--- config.mk ---
export PLATFORM = sky130hd
export DESIGN_NAME = flash_page_program_framer
export DESIGN_NICKNAME = d
export VERILOG_FILES = /design/src/rtl/fppf_pkg.sv /design/src/rtl/fppf_front.sv /design/src/rtl/fppf_queue.sv /design/src/rtl/fppf_back.sv /design/src/rtl/flash_page_program_framer.sv
export SDC_FILE = /design/constraint.sdc
export NUM_CORES = 1
export LEC_CHECK = 0
export BUFFER_PORTS_ARGS = -buffer_cell sky130_fd_sc_hd__buf_2
export CELL_PAD_IN_SITES_DETAIL_PLACEMENT = 0
export CELL_PAD_IN_SITES_GLOBAL_PLACEMENT = 2
export CORE_MARGIN = 2
export CORE_UTILIZATION = 46
export CTS_BUF_LIST = sky130_fd_sc_hd__clkbuf_8
export DETAILED_ROUTE_END_ITERATION = 16
export GPL_TIMING_DRIVEN = 0
export PLACE_DENSITY = 0.84
export SETUP_SLACK_MARGIN = 0.1
export SYNTH_ARGS = -nofsm -noshare
export SYNTH_HDL_FRONTEND = slang
export SYNTH_HIERARCHICAL = 1
export SYNTH_SLANG_ARGS = --single-unit
--- constraint.sdc ---
create_clock -name clk -period 3.15 [get_ports clk]
set_input_delay 0.63 -clock clk [delete_from_list [all_inputs] [get_ports clk]]
set_output_delay 0.63 -clock clk [all_outputs]
set_load 0.05 [all_outputs]
--- src/rtl/fppf_pkg.sv ---
// Package: shared types and constants of the flash page program framer.
`default_nettype none

package fppf_pkg;

  // Serial NOR command opcodes
  localparam logic [7:0] CMD_WRITE_ENABLE = 8'h06;
  localparam logic [7:0] CMD_PAGE_PROGRAM = 8'h02;

  // Page size limits and reset value (log2 of bytes)
  localparam logic [3:0] PAGE_LOG2_MIN   = 4'd4;
  localparam logic [3:0] PAGE_LOG2_MAX   = 4'd12;
  localparam logic [3:0] PAGE_LOG2_RESET = 4'd8;
  localparam int unsigned PAGE_OFS_BITS  = 12;

  // Bits of the address that go on the wire
  localparam int unsigned WIRE_ADDR_BITS = 24;

  // Depth of the queue between front and back
  localparam int unsigned QUEUE_DEPTH    = 4;
  localparam int unsigned QUEUE_PTR_BITS = $clog2(QUEUE_DEPTH);

  // Byte slot within one expanded item
  typedef enum logic [5:0] {
    PH_WREN     = 6'b000001,
    PH_PROG     = 6'b000010,
    PH_ADDR_HI  = 6'b000100,
    PH_ADDR_MID = 6'b001000,
    PH_ADDR_LO  = 6'b010000,
    PH_DATA     = 6'b100000
  } fppf_phase_t;

  typedef struct packed {
    logic [7:0]  data_byte;
    logic [23:0] start_address;
    logic        is_first;
    logic        is_last;
  } fppf_in_t;

  typedef struct packed {
    logic [7:0] spi_byte;
    logic       select_begin;
    logic       select_end;
    logic       poll_busy;
    logic       last_of_run;
  } fppf_out_t;

  // Classified item handed from front to back
  typedef struct packed {
    logic [7:0]                data_byte;
    logic [WIRE_ADDR_BITS-1:0] address;
    logic                      open_seg;
    logic                      close_seg;
  } fppf_desc_t;

endpackage : fppf_pkg

`default_nettype wire

--- src/rtl/fppf_front.sv ---
// Front end: tracks the address and open transaction, classifies each byte.
`default_nettype none

module fppf_front
  import fppf_pkg::*;
#(
  parameter int unsigned ADDRESS_BITS = 24
) (
  input  wire logic       clk,
  input  wire logic       rst_n,
  input  wire logic       cfg_we,
  input  wire logic [3:0] cfg_data,
  input  wire logic       in_valid,
  input  wire fppf_in_t   in_item,
  output fppf_desc_t      desc
);

  logic [3:0]              page_log2_r;
  logic [ADDRESS_BITS-1:0] next_addr_r, next_addr_nxt;
  logic                    in_frame_r, in_frame_nxt;

  logic [3:0]              lg;
  logic [PAGE_OFS_BITS-1:0] page_mask;
  logic [31:0]             start_wide;
  logic [ADDRESS_BITS-1:0] addr;
  logic [31:0]             addr_wide;
  logic                    close_seg;

  always_comb begin
    lg = page_log2_r;
    if (page_log2_r < PAGE_LOG2_MIN) begin
      lg = PAGE_LOG2_MIN;
    end else if (page_log2_r > PAGE_LOG2_MAX) begin
      lg = PAGE_LOG2_MAX;
    end
    page_mask  = PAGE_OFS_BITS'((13'd1 << lg) - 13'd1);
    start_wide = 32'(in_item.start_address);
    addr       = in_item.is_first ? start_wide[ADDRESS_BITS-1:0] : next_addr_r;
    addr_wide  = 32'(addr);
    close_seg  = in_item.is_last ||
                 ((addr_wide[PAGE_OFS_BITS-1:0] & page_mask) == page_mask);

    desc.data_byte = in_item.data_byte;
    desc.address   = addr_wide[WIRE_ADDR_BITS-1:0];
    desc.open_seg  = in_item.is_first || !in_frame_r;
    desc.close_seg = close_seg;

    next_addr_nxt = next_addr_r;
    in_frame_nxt  = in_frame_r;
    if (in_valid) begin
      next_addr_nxt = addr + ADDRESS_BITS'(1);
      in_frame_nxt  = !close_seg;
    end
  end

  always_ff @(posedge clk) begin
    if (!rst_n) begin
      page_log2_r <= PAGE_LOG2_RESET;
      next_addr_r <= '0;
      in_frame_r  <= 1'b0;
    end else begin
      if (cfg_we) begin
        page_log2_r <= cfg_data;
      end
      next_addr_r <= next_addr_nxt;
      in_frame_r  <= in_frame_nxt;
    end
  end

endmodule : fppf_front

`default_nettype wire

--- src/rtl/fppf_queue.sv ---
// Short descriptor queue between the front and back ends.
`default_nettype none

module fppf_queue
  import fppf_pkg::*;
(
  input  wire logic       clk,
  input  wire logic       rst_n,
  input  wire logic       wr_en,
  input  wire fppf_desc_t wr_desc,
  output logic            full,
  input  wire logic       rd_en,
  output fppf_desc_t      rd_desc,
  output logic            empty
);

  fppf_desc_t                mem_r [QUEUE_DEPTH];
  logic [QUEUE_PTR_BITS-1:0] wr_ptr_r, rd_ptr_r;
  logic [QUEUE_PTR_BITS:0]   count_r, count_nxt;

  assign full    = (count_r == (QUEUE_PTR_BITS+1)'(QUEUE_DEPTH));
  assign empty   = (count_r == '0);
  assign rd_desc = mem_r[rd_ptr_r];

  always_comb begin
    count_nxt = count_r;
    if (wr_en && !rd_en) begin
      count_nxt = count_r + (QUEUE_PTR_BITS+1)'(1);
    end else if (rd_en && !wr_en) begin
      count_nxt = count_r - (QUEUE_PTR_BITS+1)'(1);
    end
  end

  always_ff @(posedge clk) begin
    if (wr_en) begin
      mem_r[wr_ptr_r] <= wr_desc;
    end
  end

  always_ff @(posedge clk) begin
    if (!rst_n) begin
      wr_ptr_r <= '0;
      rd_ptr_r <= '0;
      count_r  <= '0;
    end else begin
      if (wr_en) begin
        wr_ptr_r <= wr_ptr_r + QUEUE_PTR_BITS'(1);
      end
      if (rd_en) begin
        rd_ptr_r <= rd_ptr_r + QUEUE_PTR_BITS'(1);
      end
      count_r <= count_nxt;
    end
  end

endmodule : fppf_queue

`default_nettype wire

--- src/rtl/fppf_back.sv ---
// Back end: expands each descriptor into SPI byte frames into an output register.
`default_nettype none

module fppf_back
  import fppf_pkg::*;
(
  input  wire logic       clk,
  input  wire logic       rst_n,
  input  wire logic       q_empty,
  input  wire fppf_desc_t q_desc,
  output logic            q_rd,
  output logic            empty,
  input  wire logic       pop,
  output fppf_out_t       out_data
);

  fppf_phase_t phase_r, phase_nxt;
  fppf_phase_t ph;
  fppf_phase_t ph_succ;
  logic        out_valid_r, out_valid_nxt;
  fppf_out_t   out_r, out_nxt;
  logic        advance;
  logic        done;

  assign empty    = !out_valid_r;
  assign out_data = out_r;

  always_comb begin
    advance = !out_valid_r || pop;
    ph      = q_desc.open_seg ? phase_r : PH_DATA;
    done    = (ph == PH_DATA);

    out_nxt = '0;
    ph_succ = PH_WREN;
    case (ph)
      PH_WREN: begin
        out_nxt.spi_byte     = CMD_WRITE_ENABLE;
        out_nxt.select_begin = 1'b1;
        out_nxt.select_end   = 1'b1;
        ph_succ              = PH_PROG;
      end
      PH_PROG: begin
        out_nxt.spi_byte     = CMD_PAGE_PROGRAM;
        out_nxt.select_begin = 1'b1;
        ph_succ              = PH_ADDR_HI;
      end
      PH_ADDR_HI: begin
        out_nxt.spi_byte = q_desc.address[23:16];
        ph_succ          = PH_ADDR_MID;
      end
      PH_ADDR_MID: begin
        out_nxt.spi_byte = q_desc.address[15:8];
        ph_succ          = PH_ADDR_LO;
      end
      PH_ADDR_LO: begin
        out_nxt.spi_byte = q_desc.address[7:0];
        ph_succ          = PH_DATA;
      end
      PH_DATA: begin
        out_nxt.spi_byte    = q_desc.data_byte;
        out_nxt.select_end  = q_desc.close_seg;
        out_nxt.poll_busy   = q_desc.close_seg;
        out_nxt.last_of_run = 1'b1;
        ph_succ             = PH_WREN;
      end
      default: begin
        out_nxt = '0;
        ph_succ = PH_WREN;
      end
    endcase

    q_rd          = advance && !q_empty && done;
    phase_nxt     = phase_r;
    out_valid_nxt = out_valid_r;
    if (advance) begin
      out_valid_nxt = !q_empty;
      if (!q_empty) begin
        phase_nxt = ph_succ;
      end
    end
  end

  always_ff @(posedge clk) begin
    if (advance && !q_empty) begin
      out_r <= out_nxt;
    end
  end

  always_ff @(posedge clk) begin
    if (!rst_n) begin
      phase_r     <= PH_WREN;
      out_valid_r <= 1'b0;
    end else begin
      phase_r     <= phase_nxt;
      out_valid_r <= out_valid_nxt;
    end
  end

endmodule : fppf_back

`default_nettype wire

--- src/rtl/flash_page_program_framer.sv ---
// Top level of the serial NOR flash page program framer.
// Usage:
//   Input queue (push/full, in_data): one byte to program per transfer. The
//   first byte of a request carries start_address with is_first set; the
//   final byte has is_last set. A byte without is_first while no program
//   transaction is open reopens one at the address where the stream stopped.
//   Result queue (empty/pop, out_data): SPI byte frames with chip-select
//   begin/end marks and a busy-poll request on each closing data byte.
//   Config (cfg_we, cfg_data): log2 of the page size, write only while idle.
// Path: an accepted byte goes through the queue, then the output register.
// Throughput: one input transfer per cycle while bytes continue an open
//   transaction and the queue has room. A byte that opens a page segment
//   expands to six results, which the single output register emits one per
//   cycle while pop keeps up. A four-entry queue lets the front keep
//   accepting while the back expands a header.
// Reset: page size 256 bytes, address 0, no open transaction, queues empty.
// Stall: when pop is held low the output register holds its result, the
//   queue fills and full rises; nothing is dropped.
`default_nettype none

module flash_page_program_framer
  import fppf_pkg::*;
#(
  parameter int unsigned ADDRESS_BITS = 24
) (
  input  wire logic       clk,
  input  wire logic       rst_n,
  input  wire logic       cfg_we,
  input  wire logic [3:0] cfg_data,
  input  wire logic       push,
  output logic            full,
  input  wire fppf_in_t   in_data,
  output logic            empty,
  input  wire logic       pop,
  output fppf_out_t       out_data
);

  fppf_desc_t front_desc;
  fppf_desc_t head_desc;
  logic       in_accept;
  logic       q_empty;
  logic       q_rd;

  // Accept an input transfer whenever the queue has room
  assign in_accept = push && !full;

  fppf_front #(
    .ADDRESS_BITS(ADDRESS_BITS)
  ) u_front (
    .clk     (clk),
    .rst_n   (rst_n),
    .cfg_we  (cfg_we),
    .cfg_data(cfg_data),
    .in_valid(in_accept),
    .in_item (in_data),
    .desc    (front_desc)
  );

  // Decouple classification from frame expansion
  fppf_queue u_queue (
    .clk    (clk),
    .rst_n  (rst_n),
    .wr_en  (in_accept),
    .wr_desc(front_desc),
    .full   (full),
    .rd_en  (q_rd),
    .rd_desc(head_desc),
    .empty  (q_empty)
  );

  // Expand each descriptor into one or six frames
  fppf_back u_back (
    .clk     (clk),
    .rst_n   (rst_n),
    .q_empty (q_empty),
    .q_desc  (head_desc),
    .q_rd    (q_rd),
    .empty   (empty),
    .pop     (pop),
    .out_data(out_data)
  );

endmodule : flash_page_program_framer

`default_nettype wire

==> impl_metrics.prom <==
# TYPE chip_impl_metric gauge
chip_impl_metric{name="clock_sinks",unit=""} 193
chip_impl_metric{name="synthesized_netlist_cell_count",unit=""} 595
chip_impl_metric{name="power_frac_clock",unit="%"} 23.3
chip_impl_metric{name="flow.area_growth_from_synthesis",unit="%"} 12.0
chip_impl_metric{name="cp_max_fo",unit=""} 10
chip_impl_metric{name="grt_overflow_total",unit=""} 0
chip_impl_info{name="synth.largest_area_cell",value="sky130_fd_sc_hd__edfxtp_1"} 1
chip_impl_metric{name="crit_path_max_incr_delay",unit="ns"} 0.39
chip_impl_info{name="timing.setup.critical_path_class",value="flop to flop"} 1
chip_impl_metric{name="pwr-share-seq",unit="%"} 48.7
chip_impl_metric{name="min_delay_path_depth",unit=""} 1
chip_impl_metric{name="die_h",unit="µm"} 142
chip_impl_info{name="post_synth_main_area_contributors",value="sky130_fd_sc_hd__edfxtp_1 (51%), sky130_fd_sc_hd__dfxtp_1 (10%), sky130_fd_sc_hd__mux4_2 (7.7%)"} 1
chip_impl_metric{name="combined_area_of_all_synthesized_cells",unit="mm²"} 0.00877
chip_impl_info{name="ys.flop_type",value="sky130_fd_sc_hd__edfxtp_1"} 1
chip_impl_metric{name="synth.avg_cell_area",unit="µm²"} 14.7
chip_impl_metric{name="cts_made_buffers",unit=""} 17
chip_impl_metric{name="postRouteWirelength",unit="µm"} 18300
chip_impl_metric{name="grt_pass1_wl",unit="µm"} 28500
chip_impl_metric{name="timing.final.max_slew_violations",unit=""} 0
chip_impl_info{name="critical_path.cell_chain",value="buf_6, buf_12, mux4_2, inv_2, a31o_2, buf_6, and2_4, inv_1, ha_2, inv_1, fa_1, xor2_1, or3_1, a21boi_1"} 1
chip_impl_metric{name="vias_per_cell",unit=""} 5.62
chip_impl_info{name="worst_hold_path_type",value="input pin to flop"} 1
chip_impl_metric{name="power.share.combinational",unit="%"} 28.0
chip_impl_info{name="hold_path_startpoint",value="in_data[32]"} 1
chip_impl_metric{name="post_synth_top_area_share",unit="%"} 50.6
chip_impl_metric{name="synth_sequential_area_ratio",unit="%"} 60.9
chip_impl_info{name="timing.critical_path.max_delay_family",value="buffers and inverters"} 1
chip_impl_metric{name="drt-wirelength-per-cell",unit="µm"} 20.1
chip_impl_info{name="synth_top_cells_by_count",value="sky130_fd_sc_hd__edfxtp_1 (148), sky130_fd_sc_hd__dfxtp_1 (45), sky130_fd_sc_hd__nand3_1 (34)"} 1
chip_impl_metric{name="total_instance_count_after_detailed_placement",unit=""} 880
chip_impl_metric{name="design.final.nets",unit=""} 717
chip_impl_metric{name="internal_power",unit="mW"} 4.77
chip_impl_metric{name="rows",unit=""} 50
chip_impl_info{name="run_status",value="finished clean"} 1
chip_impl_info{name="setup.worst_path.end_class",value="flop"} 1
chip_impl_metric{name="number_of_nets_with_antenna_violations_after_routing",unit=""} 0
chip_impl_metric{name="die_area",unit="mm²"} 0.0202
chip_impl_metric{name="cts.path.max_buffers",unit=""} 2
chip_impl_info{name="min_delay_worst_endpoint",value="u_queue/mem_r[1][32]"} 1
chip_impl_metric{name="setup_viol",unit=""} 0
chip_impl_info{name="clock-root-buffer",value="sky130_fd_sc_hd__clkbuf_8"} 1
chip_impl_metric{name="grt_max_degree",unit=""} 35
chip_impl_metric{name="timing.critical_path.required",unit="ns"} 3.53
chip_impl_info{name="tritoncts",value="done"} 1
chip_impl_metric{name="vias",unit=""} 5134
chip_impl_metric{name="detailedRoute.firstIterationViolations",unit=""} 429
chip_impl_metric{name="min_hold_slack",unit="ns"} 0.373
chip_impl_metric{name="fin_setup_tns",unit="ns"} 0
chip_impl_metric{name="number_of_fill_cells_in_the_layout",unit=""} 1542
chip_impl_metric{name="initial_utilization",unit="%"} 46.9
chip_impl_metric{name="swShare",unit="%"} 31.4
chip_impl_metric{name="synthesis.yosys.warnings",unit=""} 6
chip_impl_metric{name="first_pass_iters",unit=""} 5
chip_impl_metric{name="dpl-instance-area",unit="mm²"} 0.00940
chip_impl_metric{name="count_of_flip_flops_with_a_built_in_enable_after_synthesis",unit=""} 148
chip_impl_info{name="reg2reg_to",value="u_queue/count_r[2]"} 1
chip_impl_metric{name="powerDensity",unit="mW/mm²"} 708
chip_impl_metric{name="design_power_total",unit="mW"} 6.96
chip_impl_metric{name="htree_levels",unit=""} 4
chip_impl_metric{name="grt_antenna_before_repair",unit=""} 0
chip_impl_metric{name="detail_route.drc_violations",unit=""} 0
chip_impl_metric{name="p_leak",unit="nW"} 3.56
chip_impl_info{name="worstSetupStartpointType",value="flop"} 1
chip_impl_metric{name="gpl.final_weighted_congestion",unit=""} 0.814
chip_impl_metric{name="report.final.hold_viol_count",unit=""} 0
chip_impl_metric{name="core_area",unit="mm²"} 0.0187
chip_impl_metric{name="fin_worst_skew",unit="ns"} 0.0117
chip_impl_metric{name="post-route-period-util",unit="%"} 93.0
chip_impl_metric{name="vias_in_the_first_global_route",unit=""} 5066
chip_impl_metric{name="ys_types",unit=""} 74
chip_impl_info{name="slowest_stage",value="sky130_fd_sc_hd__mux4_2"} 1
chip_impl_metric{name="design.portCount",unit=""} 57
chip_impl_metric{name="least_margin_pin_slew",unit="ns"} 0.633
chip_impl_metric{name="critPathArrivalTime",unit="ns"} 3.32
chip_impl_metric{name="track_usage",unit="%"} 18.8
chip_impl_metric{name="finalWorstPathRequiredPeriod",unit="ns"} 2.93
chip_impl_metric{name="asyncSetResetFlopFracSynth",unit="%"} 0
chip_impl_metric{name="drv_cap",unit=""} 0
chip_impl_metric{name="worst-r2r-cell-count",unit=""} 14
chip_impl_metric{name="layout_cells_sized_above_1",unit="%"} 26.8
chip_impl_metric{name="post_layout_nonfiller_instances",unit=""} 913
chip_impl_metric{name="fin_area",unit="mm²"} 0.00983
chip_impl_metric{name="io_buffer_count",unit=""} 46
chip_impl_metric{name="post-dp-hpwl",unit="µm"} 12900
chip_impl_metric{name="ys_ff_latch",unit=""} 193
chip_impl_metric{name="die_width",unit="µm"} 142
chip_impl_info{name="grt_setup_unrepaired",value="false"} 1
chip_impl_metric{name="netSwitchingPower",unit="mW"} 2.19
chip_impl_metric{name="clk_pin_slew_worst_paths",unit="ns"} 0.09
chip_impl_metric{name="reg2reg_slack",unit="ns"} 0.22
chip_impl_metric{name="worst-path-buf-inv",unit=""} 6
chip_impl_info{name="synthMostInstantiatedCell",value="sky130_fd_sc_hd__edfxtp_1"} 1
chip_impl_metric{name="max_clock_freq",unit="MHz"} 341
chip_impl_metric{name="clk-insertion-delay-late",unit="ns"} 0.45
chip_impl_metric{name="relSlewSlack",unit="%"} 57.6
chip_impl_metric{name="worst_ir_drop_vdd",unit="µV"} 293
chip_impl_metric{name="n_antenna_cell",unit=""} 0
[metrics by stage]
stage | setup slack [ns] | utilization, %
3_3_place_gp | -0.203 | 49.7
6_report | 0.220 | 52.6
5_1_grt | 0.102 | 52.6
3_5_place_dp | -0.247 | 50.3
4_1_cts | 0.133 | 52.5
2_1_floorplan | 0.151 | -
[cells in the final DEF, fill, tap and decap left out, types with 17 or more instances in the layout]
cell | synthesis | final
sky130_fd_sc_hd__nor2_1 | 19 | 19
sky130_fd_sc_hd__nand2_1 | 31 | 31
sky130_fd_sc_hd__nand3_1 | 34 | 34
sky130_fd_sc_hd__clkbuf_8 | 1 | 18
sky130_fd_sc_hd__edfxtp_1 | 148 | 148
sky130_fd_sc_hd__mux2i_1 | 17 | 17
sky130_fd_sc_hd__mux4_2 | 30 | 30
sky130_fd_sc_hd__buf_2 | 5 | 49
sky130_fd_sc_hd__dfxtp_1 | 45 | 45
sky130_fd_sc_hd__inv_1 | 26 | 25
[registers in the layout, summed over array words and instances (netlist names), named ones only]
register             count
u_queue/rd_ptr_r         2
u_back/out_data         12
u_queue/wr_ptr_r         2
u_queue/count_r          3
u_back/out_valid_r       1
u_front/page_log2_r      4
u_back/phase_r           6
u_front/in_frame_r       1
u_queue/mem_r          136
u_front/next_addr_r     24
[power by group through the flow]
stage	combinational [mW]	clock, mW	sequential [mW]
final	1.95	1.62	3.39
after global routing	2.10	1.75	3.43
after CTS	1.97	1.66	3.39
after detailed placement	1.95	0	3.45
after global placement	1.87	0	3.44
after floorplan	1.15	0	3.70
[worst max path at each step]
stage	start	end	slack, ns	cells after the start
2_1_floorplan	u_queue/count_r[1]	u_queue/count_r[2]	0.15	8
3_3_place_gp	pop	u_queue/count_r[2]	-0.20	11
3_5_place_dp	pop	u_queue/count_r[2]	-0.25	11
4_1_cts	flop	u_queue/count_r[2]	0.13	14
5_1_grt	flop	u_queue/count_r[2]	0.10	14
6_report	flop	u_queue/count_r[2]	0.22	14
[area by class of cell]
class                           instances  area (µm²)  share of cell area [%]
Inverter                               27         101                    1.03
Tap cell                              234         293                    2.98
Buffer                                 36         302                    3.07
Clock buffer                           17         234                    2.38
Multi-Input combinational cell        340        3060                    31.1
Sequential cell                       193        5350                    54.4
Timing Repair Buffer                   51         333                    3.39
Clock inverter                         15         165                    1.68
[worst register-to-register path, stage by stage, from the launching register on]
cell and delay (ns):
sky130_fd_sc_hd__dfxtp_1 0.32, sky130_fd_sc_hd__buf_6 0.15, sky130_fd_sc_hd__buf_12 0.16, sky130_fd_sc_hd__mux4_2 0.39
sky130_fd_sc_hd__inv_2 0.06, sky130_fd_sc_hd__a31o_2 0.24, sky130_fd_sc_hd__buf_6 0.15, sky130_fd_sc_hd__and2_4 0.17
sky130_fd_sc_hd__inv_1 0.05, sky130_fd_sc_hd__ha_2 0.17, sky130_fd_sc_hd__inv_1 0.05, sky130_fd_sc_hd__fa_1 0.37
sky130_fd_sc_hd__xor2_1 0.16, sky130_fd_sc_hd__or3_1 0.30, sky130_fd_sc_hd__a21boi_1 0.14
[layer usage]
layer  part of all wire [%]  track usage (%)
met5                      0                0
met4                    1.4             5.32
met3                    4.6             3.77
met2                     48             30.4
met1                     46             26.2
[cell families after synthesis]
| group | synth area share, % |
|---|---|
| flip-flops | 60.9 |
| AND/OR/NAND/NOR | 11.3 |
| AO/OA/AOI/OAI | 7.84 |
| multiplexers | 12.9 |
| buffers and inverters | 4.43 |
| XOR/XNOR | 1.40 |
| adder cells (fa/ha/maj) | 1.23 |
| other | 0.0427 |
[what timing repair did]
item                                    in CTS  in global routing
pin swaps                                    0                  0
gates resized for setup                      7                  4
setup buffers                                1                  0
hold buffers                                 0                  0
endpoints found under the setup margin       2                  2
Power figures use the tool's default switching activity.
